[config.mk]
export PLATFORM = sky130hd
export DESIGN_NAME = lzbd_ctrl_flat
export DESIGN_NICKNAME = d
export VERILOG_FILES = /design/src/rtl/core/lzbd_pkg.sv /design/src/rtl/core/lzbd_in_if.sv /design/src/rtl/core/lzbd_ctrl.sv /design/src/flat_wrapper.sv
export SDC_FILE = /design/constraint.sdc
export NUM_CORES = 1
export LEC_CHECK = 0
export BUFFER_PORTS_ARGS = -buffer_cell sky130_fd_sc_hd__buf_2
export CORE_ASPECT_RATIO = 2
export CORE_MARGIN = 1.5
export CORE_UTILIZATION = 57
export CTS_CLUSTER_DIAMETER = 150
export CTS_CLUSTER_SIZE = 16
export DETAILED_ROUTE_END_ITERATION = 16
export PLACE_DENSITY = 0.78
export RECOVER_POWER = 50
export SLEW_MARGIN = 40
export SYNTH_ARGS = -nofsm -noshare
export SYNTH_HDL_FRONTEND = slang
export SYNTH_SLANG_ARGS = --single-unit
export TNS_END_PERCENT = 30
[constraint.sdc]
create_clock -name clk -period 1.9 [get_ports clk]
set_input_delay 0.38 -clock clk [delete_from_list [all_inputs] [get_ports clk]]
set_output_delay 0.38 -clock clk [all_outputs]
set_load 0.01 [all_outputs]
[src/rtl/core/lzbd_pkg.sv]
package lzbd_pkg;

	localparam int unsigned ByteW           = 8;
	localparam int unsigned HdrW            = 3;
	localparam int unsigned OutCntW         = 17;
	localparam int unsigned RingAw          = 12;
	localparam int unsigned RingDepth       = 1 << RingAw;
	localparam int unsigned LenW            = 4;
	localparam int unsigned CtrlW           = 16;
	localparam int unsigned CtrlCntW        = 5;
	localparam int unsigned CfgIdxW         = 1;
	localparam int unsigned CfgDataW        = 8;
	localparam int unsigned MaxBlockDefault = 65536;

	localparam logic [CfgIdxW-1:0] CFG_COPY_FLAG    = 1'b0;
	localparam logic [CfgIdxW-1:0] CFG_HEADER_BYTES = 1'b1;

	localparam logic [ByteW-1:0] CopyFlagReset    = 8'd1;
	localparam logic [HdrW-1:0]  HeaderBytesReset = 3'd4;

	typedef struct packed {
		logic clr_wr;
		logic emit_in;
		logic hold;
		logic copy_start;
		logic copy_rd;
		logic copy_wr;
		logic run_last;
		logic block_end;
		logic blk_clr;
	} lzbd_cmd_t;

	typedef struct packed {
		logic out_free;
		logic wp_last;
		logic cnt_zero;
	} lzbd_stat_t;

endpackage

[src/rtl/core/lzbd_in_if.sv]
interface lzbd_in_if;
	logic                        valid;
	logic                        ready;
	logic [lzbd_pkg::ByteW-1:0]  in_byte;
	logic                        block_last;

	modport source (output valid, output in_byte, output block_last, input ready);
	modport sink (input valid, input in_byte, input block_last, output ready);
endinterface

[src/rtl/core/lzbd_ctrl.sv]
module lzbd_ctrl (
	input  logic                              clk,
	input  logic                              arst_n,
	lzbd_in_if.sink                           in_ch,
	input  logic                              cfg_we,
	input  logic [lzbd_pkg::CfgIdxW-1:0]      cfg_index,
	input  logic [lzbd_pkg::CfgDataW-1:0]     cfg_wdata,
	input  lzbd_pkg::lzbd_stat_t              stat,
	output lzbd_pkg::lzbd_cmd_t               cmd
);

	typedef enum logic [1:0] {
		S_CLEAR,
		S_RUN,
		S_RD,
		S_WR
	} seq_t;

	typedef enum logic [2:0] {
		PH_FLAG,
		PH_HDR_C,
		PH_HDR_S,
		PH_STORED,
		PH_CTRL_LO,
		PH_CTRL_HI,
		PH_ITEM,
		PH_COPY2
	} phase_t;

	seq_t                                 seq_q;
	phase_t                               phase_q;
	logic [lzbd_pkg::HdrW-1:0]            hdr_left_q;
	logic [lzbd_pkg::CtrlW-1:0]           ctrl_word_q;
	logic [lzbd_pkg::CtrlCntW-1:0]        ctrl_left_q;
	logic                                 copy_last_q;
	logic [lzbd_pkg::ByteW-1:0]           copy_flag_q;
	logic [lzbd_pkg::HdrW-1:0]            hdr_bytes_q;

	logic                                 accept;
	logic [lzbd_pkg::HdrW-1:0]            hdr_dec;
	logic [lzbd_pkg::HdrW-1:0]            hdr_eff;
	logic [lzbd_pkg::CtrlCntW-1:0]        ctrl_dec;
	phase_t                               phase_done;

	assign in_ch.ready = (seq_q == S_RUN) && stat.out_free;
	assign accept      = in_ch.valid && in_ch.ready;
	assign hdr_dec     = (hdr_left_q == '0) ? '0 : hdr_left_q - 1'b1;
	assign hdr_eff     = (hdr_bytes_q == '0) ? lzbd_pkg::HdrW'(1) : hdr_bytes_q;
	assign ctrl_dec    = (ctrl_left_q == '0) ? '0 : ctrl_left_q - 1'b1;
	assign phase_done  = (ctrl_dec == '0) ? PH_CTRL_LO : PH_ITEM;

	always_comb begin
		cmd = '0;
		unique case (seq_q)
			S_CLEAR: begin
				cmd.clr_wr = 1'b1;
			end
			S_RUN: begin
				if (accept) begin
					cmd.blk_clr = in_ch.block_last && (phase_q != PH_COPY2);
					unique case (phase_q)
						PH_STORED: begin
							cmd.emit_in   = 1'b1;
							cmd.run_last  = 1'b1;
							cmd.block_end = in_ch.block_last;
						end
						PH_ITEM: begin
							if (ctrl_word_q[0]) begin
								cmd.hold = 1'b1;
							end else begin
								cmd.emit_in   = 1'b1;
								cmd.run_last  = 1'b1;
								cmd.block_end = in_ch.block_last;
							end
						end
						PH_COPY2: begin
							cmd.copy_start = 1'b1;
						end
						default: begin
						end
					endcase
				end
			end
			S_RD: begin
				cmd.copy_rd = 1'b1;
			end
			S_WR: begin
				if (stat.out_free) begin
					cmd.copy_wr   = 1'b1;
					cmd.run_last  = stat.cnt_zero;
					cmd.block_end = stat.cnt_zero && copy_last_q;
					cmd.blk_clr   = stat.cnt_zero && copy_last_q;
				end
			end
		endcase
	end

	always_ff @(posedge clk or negedge arst_n) begin
		if (!arst_n) begin
			seq_q       <= S_CLEAR;
			phase_q     <= PH_FLAG;
			hdr_left_q  <= lzbd_pkg::HeaderBytesReset;
			ctrl_word_q <= '0;
			ctrl_left_q <= '0;
			copy_last_q <= 1'b0;
			copy_flag_q <= lzbd_pkg::CopyFlagReset;
			hdr_bytes_q <= lzbd_pkg::HeaderBytesReset;
		end else begin
			if (cfg_we) begin
				unique case (cfg_index)
					lzbd_pkg::CFG_COPY_FLAG:    copy_flag_q <= cfg_wdata;
					lzbd_pkg::CFG_HEADER_BYTES: hdr_bytes_q <= cfg_wdata[lzbd_pkg::HdrW-1:0];
				endcase
			end

			unique case (seq_q)
				S_CLEAR: begin
					if (stat.wp_last) begin
						seq_q <= S_RUN;
					end
				end
				S_RUN: begin
					if (accept) begin
						unique case (phase_q)
							PH_FLAG: begin
								hdr_left_q <= hdr_dec;
								if (in_ch.in_byte == copy_flag_q) begin
									phase_q <= (hdr_dec == '0) ? PH_STORED : PH_HDR_S;
								end else begin
									phase_q <= (hdr_dec == '0) ? PH_CTRL_LO : PH_HDR_C;
								end
							end
							PH_HDR_C: begin
								hdr_left_q <= hdr_dec;
								if (hdr_dec == '0) begin
									phase_q <= PH_CTRL_LO;
								end
							end
							PH_HDR_S: begin
								hdr_left_q <= hdr_dec;
								if (hdr_dec == '0) begin
									phase_q <= PH_STORED;
								end
							end
							PH_STORED: begin
							end
							PH_CTRL_LO: begin
								ctrl_word_q <= {{(lzbd_pkg::CtrlW-lzbd_pkg::ByteW){1'b0}}, in_ch.in_byte};
								phase_q     <= PH_CTRL_HI;
							end
							PH_CTRL_HI: begin
								ctrl_word_q <= {in_ch.in_byte, ctrl_word_q[lzbd_pkg::ByteW-1:0]};
								ctrl_left_q <= lzbd_pkg::CtrlCntW'(lzbd_pkg::CtrlW);
								phase_q     <= PH_ITEM;
							end
							PH_ITEM: begin
								if (ctrl_word_q[0]) begin
									phase_q <= PH_COPY2;
								end else begin
									ctrl_word_q <= ctrl_word_q >> 1;
									ctrl_left_q <= ctrl_dec;
									phase_q     <= phase_done;
								end
							end
							PH_COPY2: begin
								ctrl_word_q <= ctrl_word_q >> 1;
								ctrl_left_q <= ctrl_dec;
								phase_q     <= phase_done;
								copy_last_q <= in_ch.block_last;
								seq_q       <= S_RD;
							end
						endcase
						if (in_ch.block_last) begin
							phase_q     <= PH_FLAG;
							hdr_left_q  <= hdr_eff;
							ctrl_word_q <= '0;
							ctrl_left_q <= '0;
						end
					end
				end
				S_RD: begin
					seq_q <= S_WR;
				end
				S_WR: begin
					if (stat.out_free) begin
						seq_q <= stat.cnt_zero ? S_RUN : S_RD;
					end
				end
			endcase
		end
	end

endmodule

[src/flat_wrapper.sv]
// flat-port wrapper written by rule: the top's interface ports become plain ports
module lzbd_ctrl_flat 
  (clk, arst_n, cfg_we, cfg_index, cfg_wdata, stat, cmd, in_ch_valid, in_ch_in_byte, in_ch_block_last, in_ch_ready);
  lzbd_in_if in_ch_i ();
  input  logic clk;
  input  logic arst_n;
  input  logic cfg_we;
  input  logic [lzbd_pkg::CfgIdxW-1:0] cfg_index;
  input  logic [lzbd_pkg::CfgDataW-1:0] cfg_wdata;
  input  lzbd_pkg::lzbd_stat_t stat;
  output lzbd_pkg::lzbd_cmd_t cmd;
  input wire logic [$bits(in_ch_i.valid)-1:0] in_ch_valid;
  input wire logic [$bits(in_ch_i.in_byte)-1:0] in_ch_in_byte;
  input wire logic [$bits(in_ch_i.block_last)-1:0] in_ch_block_last;
  output wire logic [$bits(in_ch_i.ready)-1:0] in_ch_ready;
  assign in_ch_i.valid = in_ch_valid;
  assign in_ch_i.in_byte = in_ch_in_byte;
  assign in_ch_i.block_last = in_ch_block_last;
  assign in_ch_ready = in_ch_i.ready;
  lzbd_ctrl u_core (.clk(clk), .arst_n(arst_n), .in_ch(in_ch_i), .cfg_we(cfg_we), .cfg_index(cfg_index), .cfg_wdata(cfg_wdata), .stat(stat), .cmd(cmd));
endmodule
==> flow_results.org <==
** Outcome
- Run status :: finished with violations
- Violated checks :: setup timing

** Logic synthesis
- Counting flops with a built-in enable in the synthesized netlist gives 0.
- Compound-cell area share of the yosys netlist :: 21.14%
- Summing the areas of all xor and xnor instances in the mapped netlist gives 2.838% of the synthesized area.
- Gate count of the mapped netlist :: 268
- The commonest cells after synthesis are sky130_fd_sc_hd__dfrtp_1 (38), sky130_fd_sc_hd__nor2_1 (28), sky130_fd_sc_hd__a21oi_1 (25), sky130_fd_sc_hd__nand2_1 (25), sky130_fd_sc_hd__o21ai_0 (21).
- Counting every net in the synthesized netlist gives 297.
- Synth unique cells :: 50
- Fraction of synthesized cell area taken by the top area cell type :: 38.52%
- After Yosys synthesis, full adders, half adders and majority gates account for 2.027% of the synthesized area.
- By area the synthesized netlist is led by sky130_fd_sc_hd__dfrtp_1 (39%), sky130_fd_sc_hd__mux2_2 (6.4%), sky130_fd_sc_hd__a21oi_1 (5.1%).
- Summing every instance area after synthesis gives 0.002469 mm2.
- sky130_fd_sc_hd__dfrtp_1 takes more of the synthesized area than any other cell.
- Yosys warns :: 0
- Of the total synthesized cell area, the portion taken by AND, OR, NAND and NOR gates is 18.20%.
- Post-synthesis mux area share :: 10.04%
- Cell with the most instances after synthesis :: sky130_fd_sc_hd__dfrtp_1
- Main combinational cell family by area after synthesis :: compound AO/OA/AOI/OAI gates
- The share of the Yosys chip area taken by registers is 41.71%.
- Dividing the synthesized area by the synthesized cell count gives 9.211 um2.
- Synth Register Bits :: 41
- Primary flip-flop cell chosen by synthesis mapping :: sky130_fd_sc_hd__dfrtp_1
- Share of flip-flops with an asynchronous set or reset after synthesis :: 100.0%

** Timing
- Post-route minimum period :: 1915 ps
- Of the available clock period, the critical path in the final layout requires 100.8%.
- For this run, the top clock speed supported by timing is 522.1 MHz.
- Pin slew with the least headroom to its limit :: 1093 ps
- Max-slew violation count :: 0
- The count of final hold-check violations came to 0.
- Post-route setup slack :: -15.35 ps
- Measured against its own limit, the worst slew margin works out to 27.11%.
- Max Clock Skew :: 3.563 ps
- Setup violations, final :: 2
- Setup repair after global routing could not meet its margin everywhere.

** Routing
- For this run, design rule violations remaining after detail routing come to 0.
- ANT nets after route :: 0
- The routed design uses 194 um of met3 wire.
- The detailed router put a total of 2265 um of wire on met1.
- Vias :: 2237
- Before antenna repair, the detailed router went through 4 iterations.
- In the detailed route, the total length drawn on met2 is 3453 um.
- In this run, the number of DRC markers left after iteration 0 of detailed routing was 57.
- Routed wire length per instance :: 16.49 um
- Signal routing reaches up to met4.
- After detailed routing, the number of vias per cell comes to 5.965.
- Post-Route WL :: 6184 um

** Clock tree
- For this design, the CTS-stage hold fixing added 0 buffers.
- After clock tree synthesis, the clock-pin slew on the worst setup and hold paths is 80 ps.
- TritonCTS built the clock tree.
- Max H-tree Level :: 2
- CTS Buffer Depth :: 2
- Cell chosen for the clock root :: sky130_fd_sc_hd__clkbuf_8
- For the worst-skew pair, the clock arrives at the later sink with an insertion delay of 300 ps.
- TritonCTS Buffers :: 5
- Counting every sink on the clock net gives 41.

** Power and ir drop
- Worst voltage drop across the vdd grid :: 0.8965 mV
- LEAKAGE :: 1.383 nW
- Dividing total power by cell area gives a power density of 1250 mW/mm2.
- Total power for the finished layout comes to 3.817 mW.

** Placed design
- Sum of net half-perimeters after detailed placement :: 4515 um
- At the placement stage, the worst setup path has a slack of -147.5 ps.
- Summing all placed instances gives a cell area of 0.002811 mm2.
- At the end of routability-driven placement, the weighted congestion stood at 0.8555.
- Number of port buffers :: 34

** Die
- The total area inside the core boundary comes to 0.004129 mm2.
- The floorplan has 33 rows.
- Effective utilization at floorplan :: 59.79%
- Floorplan die width :: 49.54 um
- For this design the top-level I/O count stands at 35.
- The die covers 0.004759 mm2.
- From bottom edge to top edge, the die measures 96.07 um.

** Cells and area
- Antenna cells :: 0
- Area Growth Syn to Fin :: 23.72%
- Final design instance area without fill :: 0.003054 mm2
- At the end of the flow, the number of nets in the layout was 351.
- Layout cells sized above 1 :: 34.98%
- Post-route core utilization :: 73.97%

** Critical path
- CP Max Fanout :: 4
- STA classifies the critical path startpoint as a flop.
- STA classifies the critical path endpoint as an output port.
- The worst setup path is of the reg -> out kind.
- At the worst endpoint, the required time is 1520 ps.
- For the worst setup path, the data arrival time is 1540 ps.

** Global routing
- Across every metal layer, demand over resource in global routing totals 28.58%.
- Entering global routing, the biggest net connects 22 pins.
- Antenna violations before repair :: 0
- The first global-routing pass estimated 10290 um of wire.
- Remaining global-route overflow :: 0
- Vias in the first global route :: 2273

** Job
- Max-cap violations in this run came to 0.

** Min path
- In this run the worst hold path is classified as in -> async.
-- layout make-up --
cell class                 instances  area [um2]
sequential                        41        1033
timing repair buffer              61       379.1
clock inverter                     1       30.03
fill                             326        1075
tap                               52       65.06
inverter                          10       37.54
multi-input combinational        203        1423
clock buffer                       7       86.33
-- sequential cells by signal (all words and copies together), names as in the netlist --
signal and flops:
u_core.seq_q 2, u_core.hdr_bytes_q 3, u_core.ctrl_word_q 16, u_core.phase_q 3
u_core.hdr_left_q 3, u_core.copy_last_q 1, u_core.copy_flag_q 8, u_core.ctrl_left_q 5
-- critical path, stage by stage (launching register included) --
cell and delay [ps]:
sky130_fd_sc_hd__dfrtp_1 430, sky130_fd_sc_hd__buf_6 150, sky130_fd_sc_hd__nor3b_4 270, sky130_fd_sc_hd__nand3_2 120, sky130_fd_sc_hd__o21ai_1 130, sky130_fd_sc_hd__buf_2 140
-- power breakdown --
group	internal [mW]	leakage [nW]	switching, mW
Clock	0.428	0.0585	0.298
Sequential	1.11	0.507	0.215
Combinational	0.804	0.817	0.961
Total	2.34	1.38	1.47
-- per-layer routing --
metal  up-vias  track usage [%]
met4         0            20.14
met1      1084            29.99
li1       1067                -
met2        62            51.33
met3        24            4.037
met5         -                0
-- stage by stage --
| stage | TNS (ps) | instances | hold WS, ps |
|---|---|---|---|
| 4_1_cts | -92.82 | 371 | 43.36 |
| 3_5_place_dp | -237.1 | 361 | 364.1 |
| 3_3_place_gp | -131.0 | 361 | 365.4 |
| 6_report | -19.40 | 375 | 264.0 |
| 2_1_floorplan | 0 | 268 | 84.41 |
| 5_1_grt | -196.2 | 375 | 308.2 |
-- path summary, 6_finish.rpt --
kind / from / to / slack, ps / cells after the start
max: u_core.seq_q[1]$_DFFE_PN0P_ / cmd[1] / -20 / 5
min: arst_n / u_core.copy_last_q$_DFFE_PN0P_ / 260 / 1
max reg2reg: u_core.copy_flag_q[2]$_DFFE_PN0P_ / u_core.phase_q[0]$_DFFE_PN0P_ / 80 / 7
min reg2reg: u_core.hdr_bytes_q[0]$_DFFE_PN0P_ / u_core.hdr_bytes_q[0]$_DFFE_PN0P_ / 510 / 1
max in group asynchronous: arst_n / u_core.ctrl_word_q[0]$_DFFE_PN0P_ / 470 / 2
min in group clk: cfg_wdata[6] / u_core.copy_flag_q[6]$_DFFE_PN0P_ / 310 / 2
-- layout by cell type, fill, tap and decap left out, types with 2 or more instances in the layout --
cell type / n
sky130_fd_sc_hd__nor3_1: 3
sky130_fd_sc_hd__a31oi_1: 2
sky130_fd_sc_hd__and3_2: 2
sky130_fd_sc_hd__clkbuf_8: 6
sky130_fd_sc_hd__xor2_1: 8
sky130_fd_sc_hd__nand2_2: 3
sky130_fd_sc_hd__buf_2: 32
sky130_fd_sc_hd__clkbuf_1: 3
sky130_fd_sc_hd__o21ai_1: 3
sky130_fd_sc_hd__a22oi_1: 7
sky130_fd_sc_hd__nor2b_1: 3
sky130_fd_sc_hd__mux2_2: 14
sky130_fd_sc_hd__o21ai_2: 3
sky130_fd_sc_hd__o21ai_0: 18
sky130_fd_sc_hd__ha_1: 3
sky130_fd_sc_hd__inv_1: 9
sky130_fd_sc_hd__o31ai_1: 5
sky130_fd_sc_hd__buf_6: 3
sky130_fd_sc_hd__o21bai_1: 2
sky130_fd_sc_hd__nor4_1: 2
sky130_fd_sc_hd__a21o_1: 2
sky130_fd_sc_hd__nand3_1: 3
sky130_fd_sc_hd__dfrtp_2: 3
sky130_fd_sc_hd__buf_4: 23
sky130_fd_sc_hd__o21a_1: 2
sky130_fd_sc_hd__dfrtp_1: 35
sky130_fd_sc_hd__nand2b_1: 4
sky130_fd_sc_hd__a21oi_1: 24
sky130_fd_sc_hd__nand3_2: 2
sky130_fd_sc_hd__nor2_1: 27
sky130_fd_sc_hd__nand2_1: 24
sky130_fd_sc_hd__dfstp_2: 2
sky130_fd_sc_hd__mux2i_1: 9
sky130_fd_sc_hd__nor3_2: 2
-- repair_timing --
action / CTS / global route
endpoints found under the setup margin: 7 / 9
buffers inserted: 2 / 4
gates resized for setup: 9 / 19
pin swaps: 2 / 10
-- cells by family after synthesis --
kind of cell             count (synthesis)
flip-flops                              41
multiplexers                            23
AO/OA/AOI/OAI                           80
XOR/XNOR                                 8
buffers and inverters                   24
adder cells (fa/ha/maj)                  4
AND/OR/NAND/NOR                         88
Power figures use the tool's default switching activity.
